`config.mk`:
```
export PLATFORM = sky130hd
export DESIGN_NAME = quintic_profile_follower_top
export DESIGN_NICKNAME = d
export VERILOG_FILES = /design/src/rtl/core/qpf_pkg.sv /design/src/rtl/core/quintic_profile_follower_top.sv /design/src/rtl/core/qpf_serial_unit.sv
export SDC_FILE = /design/constraint.sdc
export NUM_CORES = 2
export LEC_CHECK = 0
export CAP_MARGIN = 20
export CELL_PAD_IN_SITES_DETAIL_PLACEMENT = 1
export CELL_PAD_IN_SITES_GLOBAL_PLACEMENT = 1
export CORE_MARGIN = 2
export CORE_UTILIZATION = 45
export DETAILED_ROUTE_END_ITERATION = 7
export DONT_BUFFER_PORTS = 1
export PLACE_DENSITY_LB_ADDON = 0.05
export SETUP_SLACK_MARGIN = 0.4
export SLEW_MARGIN = 20
export SYNTH_ARGS = -nofsm -noshare
export SYNTH_HDL_FRONTEND = slang
export SYNTH_HIERARCHICAL = 1
export SYNTH_SLANG_ARGS = --single-unit
export TNS_END_PERCENT = 30
```
`constraint.sdc`:
```
create_clock -name clock -period 9.1 [get_ports clock]
set_input_delay 1.365 -clock clock [delete_from_list [all_inputs] [get_ports clock]]
set_output_delay 1.365 -clock clock [all_outputs]
set_load 0.01 [all_outputs]
```
`src/rtl/core/qpf_pkg.sv`:
```
// ----------------------------------------------------------------------------
// qpf_pkg
// Shared widths, constants and types of the quintic profile follower.
// ----------------------------------------------------------------------------
package qpf_pkg;
   localparam int POS_W    = 32;
   localparam int FRAC_W   = 16;
   localparam int POSF_W   = 8;
   localparam int TIME_W   = 16;
   localparam int GAIN_W   = 16;
   localparam int DRV_W    = 16;
   localparam int DLT_W    = 8;
   localparam logic [GAIN_W-1:0] GAIN_RESET = 16'd2621;
   localparam int REQ_W    = 104;
   localparam int RSP_W    = 56;

   // Operation codes of the shared serial unit
   typedef enum logic [1:0] {
      OP_DIV  = 2'd0,
      OP_MUL  = 2'd1,
      OP_SQRT = 2'd2
   } op_type;

   typedef struct packed {
      logic   start;
      op_type op;
   } unit_ctl_type;
endpackage

```
`src/rtl/core/quintic_profile_follower_top.sv`:
```
// ----------------------------------------------------------------------------
// quintic_profile_follower_top
// Quintic 3-4-5 motion profile follower with square-root feedback drive.
// ----------------------------------------------------------------------------
// One transaction in gives one transaction out. The next request is taken
// only once the response register is free. A tick of a move that is still
// running walks seven operations in sequence on one shared bit-serial unit:
// divide, u^2, u^3, u^3 times the polynomial, span times fraction, square
// root of the error, gain times root. Each step launches the unit once and
// waits until it is no longer busy. Once the elapsed time has reached the
// duration the divide is skipped. A tick of a finished move uses no unit
// operation and returns the final position with the done flag set.
module quintic_profile_follower_top (
   input  logic                       clock,
   input  logic                       reset,
   input  logic                       csr_valid,
   output logic                       csr_ready,
   input  logic [qpf_pkg::GAIN_W-1:0] csr_data,
   input  logic                       req_tvalid,
   output logic                       req_tready,
   // current_pos[31:0], final_pos[63:32], move_duration[79:64],
   // tolerance[95:80], elapsed_delta[103:96]
   input  logic [qpf_pkg::REQ_W-1:0]  req_tdata,
   output logic                       rsp_tvalid,
   input  logic                       rsp_tready,
   // drive[15:0], done_res[16], target_pos[48:17], zero[55:49]
   output logic [qpf_pkg::RSP_W-1:0]  rsp_tdata
);
   import qpf_pkg::*;

   typedef enum logic [3:0] {
      ST_IDLE, ST_DIV, ST_U2, ST_U3, ST_POLY, ST_SPAN, ST_SQRT, ST_GAIN,
      ST_WAIT, ST_OUT
   } state_type;

   state_type          state_ff;
   logic [GAIN_W-1:0]  gain_ff;
   logic signed [POS_W-1:0] lfinal_ff, lstart_ff, cur_ff;
   logic [TIME_W-1:0]  ldur_ff, ltol_ff, elapsed_ff;
   logic               done_ff;
   logic [FRAC_W:0]    u_ff;
   logic [FRAC_W+1:0]  u2_ff, u3_ff, p_ff;
   logic signed [47:0] err_ff;
   logic signed [47:0] tq_ff;
   logic               rsp_valid_ff;
   logic [RSP_W-1:0]   rsp_ff;
   unit_ctl_type       ctl;
   logic [63:0]        opa, opb, ures;
   logic               ubusy;
   logic               fin_ff;

   qpf_serial_unit u_unit (
      .clock (clock), .reset (reset), .ctl (ctl), .opa (opa), .opb (opb),
      .busy (ubusy), .result (ures)
   );

   logic signed [POS_W-1:0] in_cur, in_fin;
   assign in_cur = req_tdata[31:0];
   assign in_fin = req_tdata[63:32];

   logic signed [POS_W:0] span, pos_gap;
   logic [POS_W:0]        span_mag, adist;
   assign span     = {lfinal_ff[POS_W-1], lfinal_ff} - {lstart_ff[POS_W-1], lstart_ff};
   assign span_mag = span[POS_W] ? -span : span;
   assign pos_gap  = {cur_ff[POS_W-1], cur_ff} - {lfinal_ff[POS_W-1], lfinal_ff};
   assign adist    = pos_gap[POS_W] ? -pos_gap : pos_gap;

   logic [47:0] err_mag;
   assign err_mag = err_ff[47] ? -err_ff : err_ff;

   // inner = 10 + 6u^2 - 15u, Q.16, always positive
   logic [FRAC_W+4:0] inner;
   assign inner = 21'(10 << FRAC_W) + 21'(u2_ff) * 21'd6 - 21'(u_ff) * 21'd15;

   logic [16:0] elapsed_sum;
   assign elapsed_sum = {1'b0, elapsed_ff} + 17'(req_tdata[103:96]);

   assign req_tready = (state_ff == ST_IDLE) && !rsp_valid_ff;
   assign csr_ready  = 1'b1;
   assign rsp_tvalid = rsp_valid_ff;
   assign rsp_tdata  = rsp_ff;

   // Launch once per step, then wait for the unit
   logic ctl_hold, launched_ff;
   assign ctl_hold = launched_ff;

   // Unit command for the step being entered
   always_comb begin
      ctl.start = 1'b0;
      ctl.op    = OP_MUL;
      opa = '0;
      opb = '0;
      if (!ubusy && !ctl_hold) begin
         case (state_ff)
            ST_DIV: begin
               // skip the divide once the elapsed time reaches the duration
               if (elapsed_ff < ldur_ff) begin
                  ctl.start = 1'b1; ctl.op = OP_DIV;
                  opa = {32'd0, elapsed_ff, 16'd0}; opb = 64'(ldur_ff);
               end
            end
            ST_U2: begin
               ctl.start = 1'b1; opa = 64'(u_ff); opb = 64'(u_ff);
            end
            ST_U3: begin
               ctl.start = 1'b1; opa = 64'(u2_ff); opb = 64'(u_ff);
            end
            ST_POLY: begin
               ctl.start = 1'b1; opa = 64'(u3_ff); opb = 64'(inner);
            end
            ST_SPAN: begin
               ctl.start = 1'b1; opa = 64'(span_mag); opb = 64'(p_ff);
            end
            ST_SQRT: begin
               ctl.start = 1'b1; ctl.op = OP_SQRT; opa = 64'(err_mag);
            end
            ST_GAIN: begin
               ctl.start = 1'b1; opa = 64'(gain_ff); opb = ures;
            end
            default: ;
         endcase
      end
   end

   logic [63:0] pfull;
   assign pfull = ures >> FRAC_W;
   logic signed [47:0] delta;
   logic [47:0] part;
   assign part  = 48'(ures >> (FRAC_W - POSF_W));
   assign delta = span[POS_W] ? -part : part;
   logic [63:0] dm;
   assign dm = ures >> 5;
   logic [DRV_W-1:0] drive;
   always_comb begin
      if (err_ff[47])
         drive = (dm > 64'd32768) ? 16'h8000 : 16'(-dm);
      else if (err_ff != 48'sd0)
         drive = (dm > 64'd32767) ? 16'h7FFF : 16'(dm);
      else
         drive = '0;
   end

   // Sequencer, state and response register
   always_ff @(posedge clock) begin
      if (reset) begin
         state_ff     <= ST_IDLE;
         gain_ff      <= GAIN_RESET;
         lfinal_ff    <= '0;
         lstart_ff    <= '0;
         ldur_ff      <= '0;
         ltol_ff      <= '0;
         elapsed_ff   <= '0;
         done_ff      <= 1'b0;
         rsp_valid_ff <= 1'b0;
         launched_ff  <= 1'b0;
         fin_ff       <= 1'b0;
      end else begin
         if (csr_valid) gain_ff <= csr_data;
         if (rsp_valid_ff && rsp_tready) rsp_valid_ff <= 1'b0;
         if (ctl.start) launched_ff <= 1'b1;
         case (state_ff)
            ST_IDLE: begin
               if (req_tvalid && req_tready) begin
                  cur_ff <= in_cur;
                  if (in_fin != lfinal_ff) begin
                     lfinal_ff  <= in_fin;
                     lstart_ff  <= in_cur;
                     ldur_ff    <= req_tdata[79:64];
                     ltol_ff    <= req_tdata[95:80];
                     elapsed_ff <= '0;
                     done_ff    <= 1'b0;
                     state_ff   <= ST_DIV;
                  end else begin
                     elapsed_ff <= elapsed_sum[16] ? 16'hFFFF : elapsed_sum[15:0];
                     state_ff   <= done_ff ? ST_OUT : ST_DIV;
                  end
               end
            end
            ST_DIV: begin
               if (elapsed_ff >= ldur_ff) begin
                  u_ff     <= 17'h10000;
                  state_ff <= ST_U2;
               end else if (launched_ff && !ubusy) begin
                  u_ff <= 17'(ures); launched_ff <= 1'b0; state_ff <= ST_U2;
               end
            end
            ST_U2: if (launched_ff && !ubusy) begin
               u2_ff <= 18'(ures >> FRAC_W); launched_ff <= 1'b0; state_ff <= ST_U3;
            end
            ST_U3: if (launched_ff && !ubusy) begin
               u3_ff <= 18'(ures >> FRAC_W); launched_ff <= 1'b0; state_ff <= ST_POLY;
            end
            ST_POLY: if (launched_ff && !ubusy) begin
               p_ff <= (pfull > 64'h10000) ? 18'h10000 : 18'(pfull);
               launched_ff <= 1'b0; state_ff <= ST_SPAN;
            end
            ST_SPAN: if (launched_ff && !ubusy) begin
               tq_ff  <= (48'(signed'(lstart_ff)) <<< POSF_W) + delta;
               err_ff <= (48'(signed'(lstart_ff)) <<< POSF_W) + delta
                         - (48'(signed'(cur_ff)) <<< POSF_W);
               launched_ff <= 1'b0; state_ff <= ST_SQRT;
            end
            ST_SQRT: if (launched_ff && !ubusy) begin
               launched_ff <= 1'b0; state_ff <= ST_GAIN;
            end
            ST_GAIN: if (launched_ff && !ubusy) begin
               launched_ff <= 1'b0; state_ff <= ST_WAIT;
               fin_ff <= (elapsed_ff >= ldur_ff) || (adist < 33'(ltol_ff));
            end
            ST_WAIT: begin
               rsp_ff <= {7'd0, tq_ff[POSF_W +: POS_W], fin_ff, drive};
               done_ff <= fin_ff;
               rsp_valid_ff <= 1'b1;
               state_ff <= ST_IDLE;
            end
            ST_OUT: begin
               rsp_ff <= {7'd0, lfinal_ff, 1'b1, 16'd0};
               rsp_valid_ff <= 1'b1;
               state_ff <= ST_IDLE;
            end
            default: state_ff <= ST_IDLE;
         endcase
      end
   end

   // A response is never overwritten before it is taken
   assert property (@(posedge clock) disable iff (reset)
      rsp_valid_ff && !rsp_tready |=> rsp_valid_ff && $stable(rsp_ff))
      else $error("response lost");
   assert property (@(posedge clock) disable iff (reset)
      rsp_valid_ff |-> state_ff != ST_WAIT && state_ff != ST_OUT)
      else $error("response register busy");
   assert property (@(posedge clock) disable iff (reset)
      req_tready |-> !ubusy)
      else $error("unit busy while idle");
endmodule

```
`src/rtl/core/qpf_serial_unit.sv`:
```
// ----------------------------------------------------------------------------
// qpf_serial_unit
// Shared bit-serial unit: unsigned multiply (shift-add), restoring divide and
// integer square root, one bit or one root digit per cycle.
// ----------------------------------------------------------------------------
module qpf_serial_unit (
   input  logic                  clock,
   input  logic                  reset,
   input  qpf_pkg::unit_ctl_type ctl,
   input  logic [63:0]           opa,
   input  logic [63:0]           opb,
   output logic                  busy,
   output logic [63:0]           result
);
   import qpf_pkg::*;

   logic [63:0] acc_ff, acc_in;
   logic [63:0] a_ff, a_in;
   logic [63:0] b_ff, b_in;
   logic [6:0]  cnt_ff, cnt_in;
   op_type      op_ff, op_in;
   logic        busy_ff, busy_in;
   logic [64:0] trial;
   logic [65:0] rem_sh;
   logic [65:0] sq_trial;

   // Next step of the running operation
   always_comb begin
      acc_in  = acc_ff;
      a_in    = a_ff;
      b_in    = b_ff;
      cnt_in  = cnt_ff;
      op_in   = op_ff;
      busy_in = busy_ff;
      trial    = '0;
      rem_sh   = '0;
      sq_trial = '0;
      if (ctl.start) begin
         op_in   = ctl.op;
         busy_in = 1'b1;
         acc_in  = '0;
         a_in    = opa;
         b_in    = opb;
         cnt_in  = (ctl.op == OP_SQRT) ? 7'd32 : 7'd64;
      end else if (busy_ff) begin
         case (op_ff)
            OP_MUL: begin
               // shift-add from the top bit of a
               acc_in = (acc_ff << 1) + (a_ff[63] ? b_ff : 64'd0);
               a_in   = a_ff << 1;
            end
            OP_DIV: begin
               // a: dividend shifting out, acc: remainder, quotient into a lsb
               rem_sh = {1'b0, acc_ff, a_ff[63]};
               trial  = rem_sh[64:0] - {1'b0, b_ff};
               a_in   = a_ff << 1;
               if (!trial[64]) begin
                  acc_in = trial[63:0];
                  a_in[0] = 1'b1;
               end else begin
                  acc_in = rem_sh[63:0];
               end
            end
            OP_SQRT: begin
               // b: root, acc: remainder, a: radicand two bits a step
               rem_sh   = {acc_ff, a_ff[63:62]};
               sq_trial = rem_sh - {b_ff, 2'b01};
               a_in     = a_ff << 2;
               if (!sq_trial[65]) begin
                  acc_in = sq_trial[63:0];
                  b_in   = {b_ff[62:0], 1'b1};
               end else begin
                  acc_in = rem_sh[63:0];
                  b_in   = {b_ff[62:0], 1'b0};
               end
            end
            default: ;
         endcase
         cnt_in = cnt_ff - 7'd1;
         if (cnt_ff == 7'd1) busy_in = 1'b0;
      end
   end

   always_ff @(posedge clock) begin
      if (reset) begin
         busy_ff <= 1'b0;
         cnt_ff  <= '0;
         op_ff   <= OP_MUL;
      end else begin
         busy_ff <= busy_in;
         cnt_ff  <= cnt_in;
         op_ff   <= op_in;
      end
      acc_ff <= (ctl.start && ctl.op == OP_SQRT) ? 64'd0 : acc_in;
      a_ff   <= a_in;
      b_ff   <= (ctl.start && ctl.op == OP_SQRT) ? 64'd0 : b_in;
   end

   assign busy = busy_ff;
   always_comb begin
      case (op_ff)
         OP_MUL:  result = acc_ff;
         OP_DIV:  result = a_ff;
         OP_SQRT: result = b_ff;
         default: result = acc_ff;
      endcase
   end

   // Unit counts down only while busy
   assert property (@(posedge clock) disable iff (reset)
      busy_ff && !ctl.start && cnt_ff != 7'd1 |=> busy_ff)
      else $error("serial unit stopped early");
   assert property (@(posedge clock) disable iff (reset)
      ctl.start |=> busy_ff)
      else $error("serial unit did not start");
   assert property (@(posedge clock) disable iff (reset)
      !busy_ff |-> !$past(busy_ff) || $past(cnt_ff) == 7'd1 || $past(reset))
      else $error("serial unit ended without count");
endmodule

```
==> flow_summary_export.csv <==
group,metric,value,unit
outcome,status,"complete, but fails checks",
outcome,violations,"design-rule violations",
logic_synthesis,syn-mean-instance-area,7.87,sq um
timing,relSlewSlack,18.3,%
pwr,p_per_area,495,mW/mm^2
pwr,power.leakage,24.5,nW
timing,max_freq,120,MHz
logic_synthesis,synth_top_flop_cell,"sky130_fd_sc_hd__edfxtp_1",
timing,min_period,8.36,ns
layout,layout-drive-gt1-share,9.87,%
pwr,vdd_drop_max,463,uV
worst_setup_path,critical_path_buf_inv_count,10,
timing,final_max_slew_viol_count,0,
floorplan,pin_count,184,
global_route,grt_first_pass_wirelength,348000,um
place,detailedPlacementHpwl,184000,um
logic_synthesis,synth.distinct_cells,109,
worst_setup_path,worst_setup_path_start_kind,"flip-flop",
routing,drc_viols,9,
timing,timing_worst_slew_pin_value,1.21,ns
worst_setup_path,critical_path.max_fanout,3,
routing,first_iter_violations,5333,
timing,period_utilization_post_route,91.8,%
global_route,grt_pass1_vias,54500,
worst_setup_path,critPathArrivalTime,8.78,ns
floorplan,core.rowCount,127,
global_route,maximum_number_of_pins_on_one_net_before_global_route_repair,203,
global_route,antenna_found_initial,5,
clocking,cts_made_buffers,75,
timing,number_of_endpoints_failing_setup_at_the_final_stage,0,
worst_setup_path,critPathKind,"flip-flop to flip-flop",
clocking,cts_root_buffer,"sky130_fd_sc_hd__clkbuf_16",
layout,final_core_utilization,50.9,%
worst_setup_path,critical-path-slowest-cell,"sky130_fd_sc_hd__fa_2",
logic_synthesis,synthArstFlopShare,0,%
global_route,grt_usage,36.2,%
clocking,clk_latency,0.71,ns
logic_synthesis,synth.yosys.seq_area_share,26.3,%
worst_setup_path,cp_slowest_stage_delay,0.37,ns
place,dp_worst_setup_slack,-0.258,ns
clocking,cts_buffer_depth,3,
routing,drt_pre_antenna_iters,8,
logic_synthesis,synth_top_area_cell,"sky130_fd_sc_hd__edfxtp_1",
pwr,power,30.3,mW
routing,vias,54800,
logic_synthesis,yosys.cell_count.top_type,"sky130_fd_sc_hd__nand2_1",
floorplan,core_area,0.120,sq mm
clocking,cts-hold-fix-buffers,0,
timing,report.final.hold_viol_count,0,
timing,worst_hold_slack,0.453,ns
layout,layout.cell_area.non_filler,0.0611,sq mm
timing,timing.clock.skew,0.0419,ns
logic_synthesis,mappedNetlistArea,0.0546,sq mm
logic_synthesis,synth.top_cells.by_area,"sky130_fd_sc_hd__edfxtp_1 (16%), sky130_fd_sc_hd__ha_1 (10%), sky130_fd_sc_hd__dfxtp_1 (10%)",
place,numPortBuffers,0,
clocking,cts_htree_levels,3,
timing,timing.final.ws_setup,0.743,ns
layout,layout_fillers,14600,
layout,multiInputGateArea,0.0379,sq mm
place,routabilityCongestion,0.961,
layout,areaGrowthSynthToFinish,11.8,%
floorplan,start_util,45.5,%
routing,via_per_inst,6.30,
timing,unrepaired_setup_endpoints_after_global_routing,"yes",
logic_synthesis,synth.yosys.warnings,6,
routing,detail-route-antenna-nets,0,
worst_setup_path,sort_of_element_at_the_end_of_the_critical_path,"flip-flop",
place,postPlaceCellArea,0.0579,sq mm
clocking,cts_tree,"yes",
job,max_cap_viol_count,0,
routing,route.final.wire_length,234000,um
layout,register_area,0.0144,sq mm
floorplan,fp.dieArea,0.124,sq mm
floorplan,chipWidth,352,um
logic_synthesis,post_synth_inst_count,6941,
worst_setup_path,required_time_of_the_critical_path,9.53,ns
logic_synthesis,flops_latches_synth,570,
global_route,overflow,0,
clocking,cts_num_sinks,570,
layout,design.final.nets,7641,
routing,routed_wire_per_std_cell,26.9,um
logic_synthesis,yosysTopAreaCellShare,16.3,%
min_path,worstHoldPathType,"flip-flop to flip-flop",
floorplan,fp.dieH,352,um
worst_setup_path,timing.critical_path.mode_cell,"sky130_fd_sc_hd__buf_4",
clocking,worst_setup_hold_path_clk_slew,0.06,ns
logic_synthesis,yosys-top-cells-count,"sky130_fd_sc_hd__nand2_1 (906), sky130_fd_sc_hd__a21oi_1 (693), sky130_fd_sc_hd__nor2_1 (559)",
worst_setup_path,cp_top_family,"compound AO/OA/AOI/OAI gates",
logic_synthesis,synth_edf_count,296,
## state kept, by name, summed over array words and instances (netlist names), 32 cells and up
register and cells:
cur_ff 32, err_ff 48, lfinal_ff 32, lstart_ff 32, rsp_tdata 49, tq_ff 32, u_unit/a_ff 64, u_unit/acc_ff 64
u_unit/b_ff 64
## metrics by stage
stage / instances / TNS [ns]
after detailed placement: 8529 / -0.851
after CTS: 8673 / 0
after global placement: 8529 / -0.570
final: 8693 / 0
after floorplan: 6964 / 0
after global routing: 8692 / 0
## placed cells by master, fill, tap and decap left out, types with 80 or more instances in the layout
| master | count |
|---|---|
| sky130_fd_sc_hd__nor2_1 | 549 |
| sky130_fd_sc_hd__mux2i_1 | 171 |
| sky130_fd_sc_hd__edfxtp_1 | 296 |
| sky130_fd_sc_hd__ha_1 | 439 |
| sky130_fd_sc_hd__and3_1 | 88 |
| sky130_fd_sc_hd__nand2_1 | 904 |
| sky130_fd_sc_hd__xor2_1 | 206 |
| sky130_fd_sc_hd__clkbuf_16 | 80 |
| sky130_fd_sc_hd__buf_4 | 350 |
| sky130_fd_sc_hd__xnor2_1 | 277 |
| sky130_fd_sc_hd__inv_1 | 393 |
| sky130_fd_sc_hd__nor3_1 | 130 |
| sky130_fd_sc_hd__a21o_1 | 186 |
| sky130_fd_sc_hd__dfxtp_1 | 270 |
| sky130_fd_sc_hd__a211oi_1 | 83 |
| sky130_fd_sc_hd__o21a_1 | 82 |
| sky130_fd_sc_hd__o21ai_0 | 397 |
| sky130_fd_sc_hd__a21oi_1 | 678 |
| sky130_fd_sc_hd__nand3_1 | 99 |
## cell families after synthesis
| logic type | count (synthesis) | synth area share [%] |
|---|---|---|
| AO/OA/AOI/OAI | 2126 | 24.9 |
| XOR/XNOR | 487 | 7.81 |
| adder cells (fa/ha/maj) | 499 | 12.2 |
| buffers and inverters | 782 | 5.63 |
| flip-flops | 570 | 26.3 |
| multiplexers | 212 | 3.98 |
| other | 2 | 0.0137 |
| AND/OR/NAND/NOR | 2263 | 19.1 |
## layer usage
metal,part of all wire (%),up-vias,global-route usage (%)
li1,-,25200,-
met1,45,27100,50.5
met2,43,2125,54.8
met3,8.9,348,7.66
met4,3.8,2,13.3
met5,0.0056,-,0
## worst register-to-register path, delay by kind of cell, from the launching register on
kind,cells,cell delay (ns)
buffers and inverters,10,1.28
AND/OR/NAND/NOR,4,0.75
XOR/XNOR,2,0.41
adder cells (fa/ha/maj),4,1.08
flip-flops,1,0.33
AO/OA/AOI/OAI,26,4.23
## report_power, final
part,switching [mW],internal (mW)
clock network,1.34,1.82
registers,0.809,3.78
logic,13.5,9.07
## final timing paths
path | startpoint | endpoint | slack (ns) | cells past startpoint
worst max-delay path | lfinal_ff[0] | err_ff[44] | 0.74 | 46
worst min register to register | ltol_ff[7] | ltol_ff[7] | 0.45 | 2
worst min-delay path | ltol_ff[7] | ltol_ff[7] | 0.45 | 2
worst max register to register | lfinal_ff[0] | err_ff[44] | 0.74 | 46
## cell type report
type	count	share of cell area, %
antenna	1	0.00409
timing repair buffer	360	4.54
multi-input combinational	5612	62.0
clock buffer	101	3.50
clock inverter	39	0.710
tap	1612	3.30
inverter	398	2.44
sequential	570	23.5
## timing repair
action                                  in CTS  in global routing
endpoints found under the setup margin      12                 13
setup buffers                                4                 18
cloned                                       0                  0
pin swaps                                   23                 69
hold endpoints to repair                     0                  0
resized for setup                           34                 71
No activity file was read; power rests on OpenSTA's default activity.
